$ cat config.mk
export PLATFORM = sky130hd
export DESIGN_NAME = zero_padded_fir_smoother
export DESIGN_NICKNAME = d
export VERILOG_FILES = /design/src/sv/zpfs_pkg.sv /design/src/sv/zero_padded_fir_smoother.sv /design/src/sv/zpfs_dp.sv /design/src/sv/zpfs_ctrl.sv
export SDC_FILE = /design/constraint.sdc
export NUM_CORES = 1
export LEC_CHECK = 0
export ABC_AREA = 0
export BUFFER_PORTS_ARGS = -buffer_cell sky130_fd_sc_hd__buf_2
export CAP_MARGIN = 20
export CORE_MARGIN = 8
export CORE_UTILIZATION = 45
export DETAILED_ROUTE_END_ITERATION = 10
export PLACE_DENSITY_LB_ADDON = 0.12
export SLEW_MARGIN = 20
export SYNTH_ARGS = -nofsm -noshare
export SYNTH_HDL_FRONTEND = slang
export SYNTH_SLANG_ARGS = --single-unit
$ cat constraint.sdc
create_clock -name clk -period 7.9 [get_ports clk]
set_input_delay 1.58 -clock clk [delete_from_list [all_inputs] [get_ports clk]]
set_output_delay 1.58 -clock clk [all_outputs]
set_load 0.02 [all_outputs]
$ cat src/sv/zpfs_pkg.sv
`timescale 1ns / 1ps
// ----------------------------------------------------------------------------
// zpfs_pkg: shared definitions for the zero-padded FIR smoother
// Widths, register indexes, reset values and the command and status
// structs that join the controller and the datapath.
// ----------------------------------------------------------------------------
package zpfs_pkg;

	localparam int MAX_HALF_WIDTH = 3;
	localparam int SAMPLE_BITS    = 16;
	localparam int NTAPS          = 2 * MAX_HALF_WIDTH + 1;
	localparam int TAP_W          = $clog2(NTAPS);
	localparam int POS_W          = TAP_W + 1;
	localparam int LAG_W          = $clog2(MAX_HALF_WIDTH + 1);
	localparam int SEEN_W         = $clog2(MAX_HALF_WIDTH + 2);
	localparam int COEF_W         = 16;
	localparam int HW_W           = 2;
	localparam int CFG_IDX_W      = 3;
	localparam int CFG_DATA_W     = 16;
	localparam int PROD_W         = SAMPLE_BITS + COEF_W + 1;
	localparam int ACC_W          = PROD_W + TAP_W;
	localparam int RND_SHIFT      = 15;
	localparam int Q_W            = ACC_W - RND_SHIFT;
	localparam int SAMPLE_MAX     = (1 << (SAMPLE_BITS - 1)) - 1;

	localparam logic [CFG_IDX_W-1:0] REG_HALF_WIDTH = 3'd0;
	localparam logic [CFG_IDX_W-1:0] REG_COEF_FIRST = 3'd1;
	localparam logic [CFG_IDX_W-1:0] REG_COEF_LAST  = 3'd7;

	localparam logic [HW_W-1:0] HALF_WIDTH_RESET = 2'd1;

	// The coefficient registers cover offsets -3..+3 around the center.
	localparam int REG_TAPS   = 7;
	localparam int REG_CENTER = 3;
	localparam logic [COEF_W-1:0] COEF_INIT [REG_TAPS] =
		'{16'd0, 16'd0, 16'd10923, 16'd10922, 16'd10923, 16'd0, 16'd0};

	function automatic logic [COEF_W-1:0] coef_reset(input int tap);
		int j;
		j = tap - MAX_HALF_WIDTH + REG_CENTER;
		if (j >= 0 && j < REG_TAPS) begin
			return COEF_INIT[j];
		end
		return '0;
	endfunction

	typedef struct packed {
		logic             shift;
		logic             clear_win;
		logic             acc_clr;
		logic             mul_en;
		logic             pos_ok;
		logic [TAP_W-1:0] pos;
		logic [TAP_W-1:0] cidx;
	} zpfs_cmd_t;

	typedef struct packed {
		logic [LAG_W-1:0] half;
	} zpfs_sts_t;

endpackage

$ cat src/sv/zero_padded_fir_smoother.sv
`timescale 1ns / 1ps
// ----------------------------------------------------------------------------
// zero_padded_fir_smoother: centered odd-length FIR smoother
// Zero-padded edges, Q3.12 samples, unsigned Q1.15 weights, outputs rounded
// half up and saturated.
//
// Channel   Handshake             Payload
// in        in_valid / in_stall   sample, last
// out       out_valid / out_stall smoothed, final_res
// cfg       cfg_wr_en             cfg_index, cfg_data
//
// A beat that yields no output leaves in_stall low. Each output steps its
// taps through the single shared multiplier and the accumulator, then waits
// out any stall of the out channel. A last beat yields up to M+1 outputs
// back to back in this way. After a beat that yields an output, in_stall
// is high until the last output is taken.
// Reset puts M at 1, loads the default weights and clears the window.
// ----------------------------------------------------------------------------
module zero_padded_fir_smoother (
	input  logic                                    clk,
	input  logic                                    arst_n,
	input  logic                                    cfg_wr_en,
	input  logic [zpfs_pkg::CFG_IDX_W-1:0]          cfg_index,
	input  logic [zpfs_pkg::CFG_DATA_W-1:0]         cfg_data,
	input  logic                                    in_valid,
	output logic                                    in_stall,
	input  logic signed [zpfs_pkg::SAMPLE_BITS-1:0] sample,
	input  logic                                    last,
	output logic                                    out_valid,
	input  logic                                    out_stall,
	output logic signed [zpfs_pkg::SAMPLE_BITS-1:0] smoothed,
	output logic                                    final_res
);

	zpfs_pkg::zpfs_cmd_t cmd;
	zpfs_pkg::zpfs_sts_t sts;

	zpfs_ctrl u_ctrl (
		.clk       (clk),
		.arst_n    (arst_n),
		.in_valid  (in_valid),
		.in_stall  (in_stall),
		.last      (last),
		.out_valid (out_valid),
		.out_stall (out_stall),
		.final_res (final_res),
		.sts       (sts),
		.cmd       (cmd)
	);

	zpfs_dp u_dp (
		.clk       (clk),
		.arst_n    (arst_n),
		.cfg_wr_en (cfg_wr_en),
		.cfg_index (cfg_index),
		.cfg_data  (cfg_data),
		.sample    (sample),
		.cmd       (cmd),
		.sts       (sts),
		.smoothed  (smoothed)
	);

	a_out_blocks_in: assert property (@(posedge clk) disable iff (!arst_n)
		out_valid |-> in_stall)
		else $error("input taken while an output beat is pending");

	a_final_on_beat: assert property (@(posedge clk) disable iff (!arst_n)
		final_res |-> out_valid)
		else $error("final flag raised without an output beat");

	a_no_instant_out: assert property (@(posedge clk) disable iff (!arst_n)
		(in_valid && !in_stall) |=> !out_valid)
		else $error("output beat appeared right after an input beat");

	a_shift_on_accept: assert property (@(posedge clk) disable iff (!arst_n)
		cmd.shift |-> (in_valid && !in_stall))
		else $error("window shifted without an input beat");

endmodule

$ cat src/sv/zpfs_dp.sv
`timescale 1ns / 1ps
// ----------------------------------------------------------------------------
// zpfs_dp: smoother datapath
// Configuration registers, sample window, one multiplier with a product
// register, the accumulator, and rounding with saturation.
// ----------------------------------------------------------------------------
module zpfs_dp (
	input  logic                                 clk,
	input  logic                                 arst_n,
	input  logic                                 cfg_wr_en,
	input  logic [zpfs_pkg::CFG_IDX_W-1:0]       cfg_index,
	input  logic [zpfs_pkg::CFG_DATA_W-1:0]      cfg_data,
	input  logic signed [zpfs_pkg::SAMPLE_BITS-1:0] sample,
	input  zpfs_pkg::zpfs_cmd_t                  cmd,
	output zpfs_pkg::zpfs_sts_t                  sts,
	output logic signed [zpfs_pkg::SAMPLE_BITS-1:0] smoothed
);

	localparam logic signed [zpfs_pkg::Q_W-1:0] QHI = zpfs_pkg::Q_W'(zpfs_pkg::SAMPLE_MAX);
	localparam logic signed [zpfs_pkg::Q_W-1:0] QLO = -QHI - 1;

	logic [zpfs_pkg::HW_W-1:0]                hw_q;
	logic [zpfs_pkg::COEF_W-1:0]              coef_q [zpfs_pkg::NTAPS];
	logic signed [zpfs_pkg::SAMPLE_BITS-1:0]  win_q  [zpfs_pkg::NTAPS];
	logic signed [zpfs_pkg::PROD_W-1:0]       prod_s1;
	logic                                     prod_vld_s1;
	logic signed [zpfs_pkg::ACC_W-1:0]        acc_q;
	logic signed [zpfs_pkg::ACC_W-1:0]        rnd;
	logic signed [zpfs_pkg::Q_W-1:0]          q;
	logic                                     coef_sel;
	int                                       cfg_tap;

	assign coef_sel = cfg_wr_en && (cfg_index >= zpfs_pkg::REG_COEF_FIRST)
		&& (cfg_index <= zpfs_pkg::REG_COEF_LAST);
	assign cfg_tap = int'(cfg_index) - int'(zpfs_pkg::REG_COEF_FIRST)
		- zpfs_pkg::REG_CENTER + zpfs_pkg::MAX_HALF_WIDTH;

	always_ff @(posedge clk or negedge arst_n) begin
		if (!arst_n) begin
			hw_q <= zpfs_pkg::HALF_WIDTH_RESET;
			for (int i = 0; i < zpfs_pkg::NTAPS; i++) begin
				coef_q[i] <= zpfs_pkg::coef_reset(i);
			end
		end else begin
			if (cfg_wr_en && cfg_index == zpfs_pkg::REG_HALF_WIDTH) begin
				hw_q <= cfg_data[zpfs_pkg::HW_W-1:0];
			end
			for (int i = 0; i < zpfs_pkg::NTAPS; i++) begin
				if (coef_sel && cfg_tap == i) begin
					coef_q[i] <= cfg_data[zpfs_pkg::COEF_W-1:0];
				end
			end
		end
	end

	assign sts.half = (int'(hw_q) > zpfs_pkg::MAX_HALF_WIDTH)
		? zpfs_pkg::LAG_W'(zpfs_pkg::MAX_HALF_WIDTH) : zpfs_pkg::LAG_W'(hw_q);

	always_ff @(posedge clk or negedge arst_n) begin
		if (!arst_n) begin
			for (int i = 0; i < zpfs_pkg::NTAPS; i++) begin
				win_q[i] <= '0;
			end
		end else if (cmd.clear_win) begin
			for (int i = 0; i < zpfs_pkg::NTAPS; i++) begin
				win_q[i] <= '0;
			end
		end else if (cmd.shift) begin
			win_q[0] <= sample;
			for (int i = 1; i < zpfs_pkg::NTAPS; i++) begin
				win_q[i] <= win_q[i-1];
			end
		end
	end

	always_ff @(posedge clk) begin
		if (cmd.pos_ok) begin
			prod_s1 <= win_q[cmd.pos] * $signed({1'b0, coef_q[cmd.cidx]});
		end else begin
			prod_s1 <= '0;
		end
	end

	always_ff @(posedge clk or negedge arst_n) begin
		if (!arst_n) begin
			prod_vld_s1 <= 1'b0;
			acc_q       <= '0;
		end else begin
			prod_vld_s1 <= cmd.mul_en;
			if (cmd.acc_clr) begin
				acc_q <= '0;
			end else if (prod_vld_s1) begin
				acc_q <= acc_q + zpfs_pkg::ACC_W'(prod_s1);
			end
		end
	end

	// Round half up, then floor by the arithmetic shift, then saturate.
	assign rnd = acc_q + zpfs_pkg::ACC_W'(1 << (zpfs_pkg::RND_SHIFT - 1));
	assign q   = rnd[zpfs_pkg::ACC_W-1:zpfs_pkg::RND_SHIFT];

	always_comb begin
		if (q > QHI) begin
			smoothed = zpfs_pkg::SAMPLE_BITS'(QHI);
		end else if (q < QLO) begin
			smoothed = zpfs_pkg::SAMPLE_BITS'(QLO);
		end else begin
			smoothed = q[zpfs_pkg::SAMPLE_BITS-1:0];
		end
	end

endmodule

$ cat src/sv/zpfs_ctrl.sv
`timescale 1ns / 1ps
// ----------------------------------------------------------------------------
// zpfs_ctrl: smoother controller
// Tracks the position in the signal, steps the multiply-accumulate over the
// taps of each output and walks the pending outputs on a flush.
// ----------------------------------------------------------------------------
module zpfs_ctrl (
	input  logic                clk,
	input  logic                arst_n,
	input  logic                in_valid,
	output logic                in_stall,
	input  logic                last,
	output logic                out_valid,
	input  logic                out_stall,
	output logic                final_res,
	input  zpfs_pkg::zpfs_sts_t sts,
	output zpfs_pkg::zpfs_cmd_t cmd
);

	typedef enum logic [3:0] {
		ST_IDLE  = 4'b0001,
		ST_MAC   = 4'b0010,
		ST_DRAIN = 4'b0100,
		ST_OUT   = 4'b1000
	} state_t;

	state_t                      state_q, state_d;
	logic [zpfs_pkg::SEEN_W-1:0] seen_q, seen_d;
	logic [zpfs_pkg::LAG_W-1:0]  lag_q, lag_d;
	logic [zpfs_pkg::TAP_W-1:0]  j_q, j_d;
	logic                        flush_q, flush_d;
	logic [zpfs_pkg::POS_W-1:0]  pos;
	logic [zpfs_pkg::POS_W-1:0]  cidx;
	logic [zpfs_pkg::POS_W-1:0]  span;

	always_ff @(posedge clk or negedge arst_n) begin
		if (!arst_n) begin
			state_q <= ST_IDLE;
			seen_q  <= '0;
			lag_q   <= '0;
			j_q     <= '0;
			flush_q <= 1'b0;
		end else begin
			state_q <= state_d;
			seen_q  <= seen_d;
			lag_q   <= lag_d;
			j_q     <= j_d;
			flush_q <= flush_d;
		end
	end

	// Tap j covers offset j - M, read from window position lag + M - j.
	assign pos  = zpfs_pkg::POS_W'(lag_q) + zpfs_pkg::POS_W'(sts.half)
		- zpfs_pkg::POS_W'(j_q);
	assign cidx = zpfs_pkg::POS_W'(j_q) + zpfs_pkg::POS_W'(zpfs_pkg::MAX_HALF_WIDTH)
		- zpfs_pkg::POS_W'(sts.half);
	assign span = {zpfs_pkg::POS_W'(sts.half)} << 1;

	assign in_stall  = (state_q != ST_IDLE);
	assign out_valid = (state_q == ST_OUT);
	assign final_res = out_valid && flush_q && (lag_q == '0);

	always_comb begin
		state_d       = state_q;
		seen_d        = seen_q;
		lag_d         = lag_q;
		j_d           = j_q;
		flush_d       = flush_q;
		cmd.shift     = 1'b0;
		cmd.clear_win = 1'b0;
		cmd.acc_clr   = 1'b0;
		cmd.mul_en    = 1'b0;
		cmd.pos_ok    = 1'b0;
		cmd.pos       = pos[zpfs_pkg::TAP_W-1:0];
		cmd.cidx      = cidx[zpfs_pkg::TAP_W-1:0];
		case (state_q)
			ST_IDLE: begin
				if (in_valid) begin
					cmd.shift = 1'b1;
					if (int'(seen_q) < zpfs_pkg::MAX_HALF_WIDTH + 1) begin
						seen_d = seen_q + 1'b1;
					end
					j_d = '0;
					if (last) begin
						flush_d     = 1'b1;
						lag_d       = (int'(seen_q) < int'(sts.half))
							? zpfs_pkg::LAG_W'(seen_q) : sts.half;
						cmd.acc_clr = 1'b1;
						state_d     = ST_MAC;
					end else if (int'(seen_q) >= int'(sts.half)) begin
						flush_d     = 1'b0;
						lag_d       = sts.half;
						cmd.acc_clr = 1'b1;
						state_d     = ST_MAC;
					end
				end
			end
			ST_MAC: begin
				cmd.mul_en = 1'b1;
				cmd.pos_ok = !pos[zpfs_pkg::POS_W-1];
				if (zpfs_pkg::POS_W'(j_q) == span) begin
					state_d = ST_DRAIN;
				end else begin
					j_d = j_q + 1'b1;
				end
			end
			ST_DRAIN: begin
				state_d = ST_OUT;
			end
			ST_OUT: begin
				if (!out_stall) begin
					if (flush_q && lag_q != '0) begin
						lag_d       = lag_q - 1'b1;
						j_d         = '0;
						cmd.acc_clr = 1'b1;
						state_d     = ST_MAC;
					end else if (flush_q) begin
						cmd.clear_win = 1'b1;
						seen_d        = '0;
						flush_d       = 1'b0;
						state_d       = ST_IDLE;
					end else begin
						state_d = ST_IDLE;
					end
				end
			end
			default: begin
				state_d = ST_IDLE;
			end
		endcase
	end

endmodule

==> qor.yml, run 1 <==
maxSlewViolCount: 0
ios: 60
critPathTopFamily: "adder cells"
grt_pass1_vias: 19800
numCtsBuffers: 37
synth_top_area_share_pct: 25.2
synth_edf_count: 0
clk_latency_ns: 0.57
crit_top_cell: "fa_1"
hold_ws_ns: 0.504
wirelength_um: 64000
ys_types: 70
die_y_um: 251
finClkSkew_ns: 0.0371
synthesis.instances: 2683
finalCritPeriodShare_pct: 104
via_per_inst: 5.32
hold_class: "flip-flop to flip-flop"
syn_nets: 3092
r2r_cells: 34
synthTopCellsByArea: "dfrtp_1 25%, fa_1 16%, ha_1 8.6%, nand2_1 7.1%, mux2_2 6.2%"
yosysTopAreaCell: "dfrtp_1"
h-tree-depth: 2
preCtsSetupSlack_ns: -0.464
critical_path.startpoint_type: "flip-flop"
num_rows: 86
crit_cells: 34
multiInputGateArea_um2: 16400
tightestPinTransition_ns: 1.02
drtAntennaViolNets: 0
max_stage_delay_ns: 0.55
slowest_stage: "dfstp_2"
grt_max_degree: 179
grt_pass1_wl_um: 105000
critPathKind: "flip-flop to flip-flop"
area_delta_synth_final_pct: 18.2
place_congestion: 0.905
drive_above_1_share_pct: 22.3
start_util_pct: 45.4
setup_viol: 17
violations: "setup timing"
num-fill-cells: 4987
wl_per_cell_um: 17.8
cts_tree: "done"
layout_setup_ws_ns: -0.338
worst-path-buf-inv: 11
vias: 19100
end_kind: "flip-flop"
layout_common_cells: "453 x nand2_1, 288 x inv_1, 251 x dfrtp_1"
seq_area_um2: 7600
die_x_um: 251
ys_seq_area_share_pct: 30.5
period_needed_ns: 8.24
grt.total_usage_pct: 20.2
synthArstFlopShare_pct: 89.3
maxCapViolCount: 0
mappedNetlistArea_um2: 24900
slew_headroom_pct: 32.0
hold_depth: 1
drc_errors: 0
final_common_cell: "nand2_1"
ys.flop_type: "dfrtp_1"
antenna_found_initial: 3
critPathRequiredTime_ns: 8.31
fmax_ghz: 0.121
cts_root_buffer: "clkbuf_16"
syn_area_per_cell_um2: 9.28
port_buffers: 59
grt-ovfl-total: 0
clk_path_buf_depth: 3
nets: 3269
clk_pin_slew_worst_paths_ns: 0.06
drtIter0Drc: 906
hold_viol: 0
cp.arrival_ns: 8.65
cts_sinks: 309
dr.pass1.iters: 5
grt_setup_unrepaired: "yes"
crit_fanout: 6
dp_hpwl_um: 46400
coreArea_um2: 54900
dieArea_um2: 63100
antennaDiodeCount: 0
status: "finished, violations left"
yosys_warnings: 0
ys_seq_elements: 309
sequential cells by signal, indices dropped and copies added (netlist names):
signal	count
u_dp.prod_vld_s1	1
u_dp.prod_s1	33
u_dp.coef_q	112
u_ctrl.lag_q	2
u_ctrl.seen_q	3
u_dp.win_q	112
u_ctrl.flush_q	1
u_ctrl.state_q	4
u_dp.sts	2
u_ctrl.j_q	3
u_dp.acc_q	36
path summary, 6_finish.rpt:
| kind | startpoint | slack, ns | endpoint |
|---|---|---|---|
| worst min register to register | u_dp.coef_q[99] | 0.50 | u_dp.coef_q[99] |
| worst max-delay path | u_dp.sts[0] | -0.34 | u_dp.prod_s1[25] |
| max in group asynchronous | arst_n | 5.29 | u_dp.coef_q[102] |
| worst min-delay path | u_dp.coef_q[99] | 0.50 | u_dp.coef_q[99] |
| min in group asynchronous | arst_n | 1.06 | u_dp.acc_q[35] |
| worst max register to register | u_dp.sts[0] | -0.34 | u_dp.prod_s1[25] |
layer usage:
layer / global-route usage (%) / wire length [um] / vias to the layer above
met2: 34.0 / 30300 / 402
met4: 6.40 / 1930 / 4
met1: 26.7 / 28600 / 9395
li1: - / - / 9197
met3: 3.17 / 3110 / 104
met5: 0 / 27 / -
area by class of cell:
cell class | instances | area share [%]
Inverter | 299 | 3.81
Multi-Input combinational cell | 1945 | 55.6
Clock buffer | 54 | 3.57
Timing Repair Buffer | 268 | 7.61
Clock inverter | 14 | 0.625
Tap cell | 704 | 2.99
Sequential cell | 309 | 25.8
kinds of logic (layout without fill, tap and decap cells):
family | after synthesis | count (layout) | synth area share [%]
xor+xnor | 71 | 71 | 2.50
buf+inv | 430 | 635 | 6.56
simple gates | 864 | 864 | 15.2
flops | 309 | 309 | 30.5
compound gates | 434 | 434 | 10.2
mux | 207 | 208 | 10.6
fa+ha+maj | 368 | 368 | 24.4
worst reg2reg max path: cells and delay by family, from the launching register on:
| family | cells | cell delay (ns) |
|---|---|---|
| xor gates and xnor gates | 2 | 0.35 |
| AOI/OAI and AO/OA | 8 | 1.38 |
| and+or+nand+nor | 2 | 0.11 |
| muxes | 1 | 0.52 |
| DFF | 1 | 0.55 |
| buffers and inverters | 11 | 1.13 |
| adders and majority gates | 10 | 4.04 |
cells in the mapped netlist (all sizes together) (3+ instances only):
library cell	n
a21oi	217
dfrtp	251
nor4	6
a22oi	3
mux2	137
nor2	184
nor3	24
nor3b	4
a31o	3
xor2	31
a211o	3
and3	18
xnor2	40
ha	171
o211ai	5
o21ai	92
a211oi	17
a31oi	8
fa	197
clkbuf	102
inv	297
dfstp	25
o221ai	4
dfxtp	33
o21bai	8
nand2	468
a21o	36
nor2b	39
and4	6
or3	3
buf	29
nand2b	20
mux2i	38
nand3	28
and2	36
o21a	17
nor4b	5
nand4	16
mux4	32
repair_timing:
action                                 CTS  global route
gates resized for setup                 63            69
buffers inserted                        27            14
endpoints found under the hold margin    0             0
pin swaps                               46            67
gates cloned                             2             1
setup endpoints to repair               18            22
hold buffers                             0             0
stage by stage:
step / util [%] / area (um^2) / cells / setup TNS [ns]
after CTS: 52.9 / 29000 / 3580 / -3.15
after detailed placement: 49.6 / 27200 / 3483 / -4.83
after global routing: 53.6 / 29400 / 3593 / -7.81
final: 53.6 / 29400 / 3593 / -2.84
after floorplan: - / 25100 / 2683 / 0
after global placement: 49.6 / 27200 / 3483 / -2.97
Power of run 1 is not shown: default switching activity piles up to over one toggle a cycle in this logic, so the estimate is an artifact.
==> inputs of run 2 (changes only) <==
Settings changed: CAP_MARGIN 20 to 5, SKIP_LAST_GASP set to 1.
==> run 2 against run 1 <==
Compared with the run above:
- the run still ends with setup timing left
- non-clock buffer count is the same
- critical path depth stayed put
- final area about the same
==> qor.yml, run 2 (synthesis results as in run 1) <==
ios: 60  # unchanged
start_util_pct: 45.4  # unchanged
top_layer_used: "met5"
numCtsBuffers: 37  # unchanged
cts_hold_buf: 0  # unchanged
period_needed_ns: 8.25  # +0.00725 ns
area_delta_synth_final_pct: 18.1  # about the same
wl_met2_um: 30300  # about the same
h-tree-depth: 2  # unchanged
drive_above_1_share_pct: 22.2  # -0.069 points
wirelength_um: 64000  # about the same
final_common_cell: "nand2_1"
slew_headroom_pct: 31.7  # -0.33 points
die_y_um: 251  # unchanged
placed_area_um2: 27200  # unchanged
critical_path.startpoint_type: "flip-flop"
finClkSkew_ns: 0.0359  # -0.00116 ns
drt-met1-wl_um: 28700  # +0.34%
hold_class: "flip-flop to flip-flop"
status: "finished, violations left"
design_area_um2: 29400  # about the same
via_per_inst: 5.32  # about the same
nets: 3269  # unchanged
critPathKind: "flip-flop to flip-flop"
cp.arrival_ns: 8.65  # about the same
preCtsSetupSlack_ns: -0.464  # unchanged
grt_pass1_wl_um: 105000  # unchanged
num-fill-cells: 4987  # unchanged
dr_wl_met3_um: 2990  # -4.1%
dp_hpwl_um: 46400  # unchanged
violations: "setup timing"
num_rows: 86  # unchanged
crit_top_cell: "fa_1"
antenna_found_initial: 3  # unchanged
critPathRequiredTime_ns: 8.31  # about the same
drc_errors: 0  # unchanged
cts_tree: "done"
setup_viol: 17  # unchanged
hold_ws_ns: 0.505  # +0.0000710 ns
end_kind: "flip-flop"
grt_setup_unrepaired: "yes"
dieArea_um2: 63100  # unchanged
r2r_cells: 34  # unchanged
crit_fanout: 6  # unchanged
coreArea_um2: 54900  # unchanged
port_buffers: 59  # unchanged
hold_viol: 0  # unchanged
cts_root_buffer: "clkbuf_16"
grt-ovfl-total: 0  # unchanged
clk_pin_slew_worst_paths_ns: 0.06  # about the same
grt_pass1_vias: 19800  # unchanged
drtAntennaViolNets: 0  # unchanged
antennaDiodeCount: 0  # unchanged
die_x_um: 251  # unchanged
grt.total_usage_pct: 20.2  # unchanged
maxSlewViolCount: 0  # unchanged
place_congestion: 0.905  # unchanged
drtIter0Drc: 889  # -1.9%
max_stage_delay_ns: 0.55  # about the same
wl_per_cell_um: 17.8  # about the same
layout_common_cells: "453 x nand2_1, 288 x inv_1, 251 x dfrtp_1"
clk_latency_ns: 0.57  # about the same
clk_path_buf_depth: 3  # unchanged
hold_depth: 1  # unchanged
maxCapViolCount: 0  # unchanged
grt_max_degree: 179  # unchanged
cts_sinks: 309  # unchanged
tightestPinTransition_ns: 1.02  # +0.00497 ns
slowest_stage: "dfstp_2"
fmax_ghz: 0.121  # about the same
dr.pass1.iters: 6  # +1
finalCritPeriodShare_pct: 104  # about the same
top_regs: "u_dp.coef_q x112, u_dp.win_q x112, u_dp.acc_q x36"
vias: 19100  # +0.073%
layout_setup_ws_ns: -0.345  # -0.00725 ns
[run 2: metrics by stage]
stage	setup TNS (ns)	util [%]	cells
floorplan	0	-	2683
global placement	-2.97	49.6	3483
detailed placement	-4.83	49.6	3483
CTS	-3.15	52.9	3580
global route	-7.92	53.6	3593
finish	-2.99	53.6	3593
[run 2: path summary, 6_finish.rpt]
kind,start,to,slack [ns]
min in group asynchronous,arst_n,u_dp.acc_q[33],1.05
worst min-delay path,u_dp.coef_q[99],u_dp.coef_q[99],0.50
worst min register to register,u_dp.coef_q[99],u_dp.coef_q[99],0.50
max in group asynchronous,arst_n,u_dp.coef_q[102],5.28
worst max register to register,u_dp.sts[0],u_dp.prod_s1[25],-0.35
worst max-delay path,u_dp.sts[0],u_dp.prod_s1[25],-0.35
[run 2: what timing repair did]
action                                  in CTS  in global routing
cloned                                       2                  1
buffers inserted                            27                 14
pin swaps                                   46                 67
endpoints found under the setup margin      18                 22
resized for setup                           63                 66
[run 2: layer usage]
| layer | track usage (%) | vias to the layer above |
|---|---|---|
| li1 | - | 9195 |
| met1 | 26.7 | 9401 |
| met2 | 34.0 | 408 |
| met3 | 3.17 | 108 |
| met4 | 6.40 | 4 |
| met5 | 0 | - |
[run 2: cell type report]
cell class	instances	area, um^2	area share (%)
sequential	309	7600	25.8
timing repair buffer	268	2240	7.62
inverter	299	1120	3.81
multi-input combinational	1945	16300	55.6
clock inverter	14	184	0.625
tap	704	881	2.99
clock buffer	54	1050	3.57
[run 2: worst max-delay path: cells and delay by family (launching register included)]
| kind | cells | cell delay, ns |
|---|---|---|
| AO/OA/AOI/OAI | 8 | 1.38 |
| XOR/XNOR | 2 | 0.35 |
| adder cells (fa/ha/maj) | 10 | 4.04 |
| buffers and inverters | 11 | 1.13 |
| flip-flops | 1 | 0.55 |
| multiplexers | 1 | 0.52 |
| AND/OR/NAND/NOR | 2 | 0.11 |
Power of run 2 is left out for the same reason.
==> inputs of run 3 (changes only) <==
Settings changed: GPL_TIMING_DRIVEN set to 0.
Clock period 7.9 ns to 6.7 ns, I/O delays scaled along.
==> run 3 against run 2 <==
Compared with the run above:
- the flow still finishes with violations (setup timing)
- maximum frequency down 1.5%
- core utilization fell by 0.26 points
- final cell count barely moved
- first-iteration DRC count is 41% higher
- largest cell class unchanged
==> qor.yml, run 3 (synthesis results as in run 1) <==
cts_root_buffer: "clkbuf_16"
wirelength_um: 72400  # +13%
port_buffers: 59  # unchanged
place_congestion: 0.917  # +1.3%
wl_per_cell_um: 20.1  # +13%
antenna_found_initial: 1  # -2
maxSlewViolCount: 0  # unchanged
slew_headroom_pct: 29.4  # -2.3 points
h-tree-depth: 2  # unchanged
nets: 3273  # +0.12%
clk_path_buf_depth: 3  # unchanged
grt-ovfl-total: 0  # unchanged
layout_setup_ws_ns: -1.67  # -1.32 ns
hold_class: "flip-flop to flip-flop"
crit_start: "u_dp.sts[0]"
start_util_pct: 45.4  # unchanged
cts_tree: "done"
dp_hpwl_um: 53500  # +15%
critPathTopFamily: "adder cells"
area_delta_synth_final_pct: 17.5
final_common_cell: "nand2_1"
grt_setup_unrepaired: "yes"
max_stage_delay_ns: 0.56  # about the same
grt.total_usage_pct: 22.7  # +2.5 points
maxCapViolCount: 0  # unchanged
violations: "setup timing"
vias: 19700  # +3.0%
r2r_end: "u_dp.prod_s1[27]"
antennaDiodeCount: 0  # unchanged
cp.arrival_ns: 8.80  # +0.15 ns
setup_viol: 25  # +8
finClkSkew_ns: 0.0311  # -0.00486 ns
crit_top_cell: "fa_1"
numCtsBuffers: 38  # +2.7%
end_kind: "flip-flop"
crit_fanout: 5  # -1
coreArea_um2: 54900  # unchanged
drtIter0Drc: 1256  # +41%
layout_common_cells: "459 x nand2_1, 277 x inv_1, 251 x dfrtp_1"
top_regs: "u_dp.coef_q x112, u_dp.win_q x112, u_dp.acc_q x36"
grt_pass1_vias: 20600  # +3.6%
clk_latency_ns: 0.56  # about the same
status: "finished, violations left"
slowest_stage: "dfstp_2"
hold_ws_ns: 0.502  # -0.00270 ns
clk_pin_slew_worst_paths_ns: 0.06  # about the same
die_y_um: 251  # unchanged
worst-path-buf-inv: 9  # -2
critPathRequiredTime_ns: 7.13  # -1.18 ns
critPathKind: "flip-flop to flip-flop"
drtAntennaViolNets: 0  # unchanged
die_x_um: 251  # unchanged
grt_max_degree: 105  # -41%
dr.pass1.iters: 6  # unchanged
r2r_cells: 32  # -5.9%
r2r_start: "u_dp.sts[0]"
drc_errors: 0  # unchanged
ios: 60  # unchanged
grt_pass1_wl_um: 114000  # +9.3%
critical_path.startpoint_type: "flip-flop"
drive_above_1_share_pct: 21.0  # -1.2 points
tightestPinTransition_ns: 1.05  # +0.0268 ns
crit_path_end: "u_dp.prod_s1[27]"
dieArea_um2: 63100  # unchanged
period_needed_ns: 8.37  # +0.124 ns
fmax_ghz: 0.119  # -1.5%
cts_sinks: 309  # unchanged
num_rows: 86  # unchanged
via_per_inst: 5.48  # +2.9%
crit_cells: 32  # -5.9%
cts_hold_buf: 0  # unchanged
regToRegSetupSlack_ns: -1.67  # -1.32 ns
finalCritPeriodShare_pct: 125  # +21 points
hold_viol: 0  # unchanged
-- run 3: cell types whose count changed in the layout (fill, tap and decap cells not counted), sizes merged --
cell	before	now
inv	299	298
bufinv	2	3
mux2	138	137
clkbuf	55	148
buf	267	178
clkinv	11	10
-- run 3: final cells by class --
type | instances | area (um^2)
fillers | 5065 | 25600
multi-input cells | 1944 | 16600
flip-flops and latches | 309 | 7600
repair buffers | 144 | 1130
inverters | 299 | 1130
clock buffers | 54 | 1050
well taps | 704 | 881
plain buffers | 128 | 749
clock inverters | 13 | 176
-- run 3: routing by layer --
layer  global-route usage, %  up-vias  share of wire [%]
met5                       0        -              0.018
met4                    7.08        2                2.9
met3                    3.77      135                5.4
li1                        -     9207                  -
met2                    38.1      557                 48
met1                    29.9     9782                 44
-- run 3: what timing repair did --
action                     in CTS  in global routing
buffers inserted               46                 34
gates resized for setup       120                100
setup endpoints to repair      27                 26
pin swaps                      62                 90
cloned                          0                  1
-- run 3: worst reg2reg max path, delay by kind of cell, from the launching register on --
kind / cells / cell delay (ns)
AND/OR/NAND/NOR: 2 / 0.12
buffers and inverters: 9 / 0.77
multiplexers: 1 / 0.53
adder cells (fa/ha/maj): 10 / 4.24
AO/OA/AOI/OAI: 8 / 1.64
flip-flops: 1 / 0.56
XOR/XNOR: 2 / 0.36
-- run 3: per-stage QoR --
stage	utilization [%]	worst slack, ns	setup TNS [ns]	instance area (um^2)	instances
after global routing	53.3	-1.88	-37.30	29300	3595
after global placement	48.4	-3.23	-293.76	26600	3446
after floorplan	-	-1.12	-17.39	25400	2683
after CTS	52.2	-1.69	-32.06	28700	3563
final	53.3	-1.67	-31.61	29300	3595
after detailed placement	48.6	-3.16	-60.33	26700	3451
-- run 3: worst min path at each step --
stage / cells after the start / from / slack (ns) / to
final: 1 / u_dp.coef_q[98] / 0.50 / u_dp.coef_q[98]
after global routing: 1 / u_dp.coef_q[108] / 0.52 / u_dp.coef_q[108]
after CTS: 1 / u_dp.coef_q[54] / 0.50 / u_dp.coef_q[54]
after detailed placement: 1 / u_dp.coef_q[54] / 0.49 / u_dp.coef_q[54]
after global placement: 1 / u_dp.coef_q[108] / 0.48 / u_dp.coef_q[108]
after floorplan: 1 / u_dp.coef_q[48] / 0.47 / u_dp.coef_q[48]
Power of run 3 is left out for the same reason.
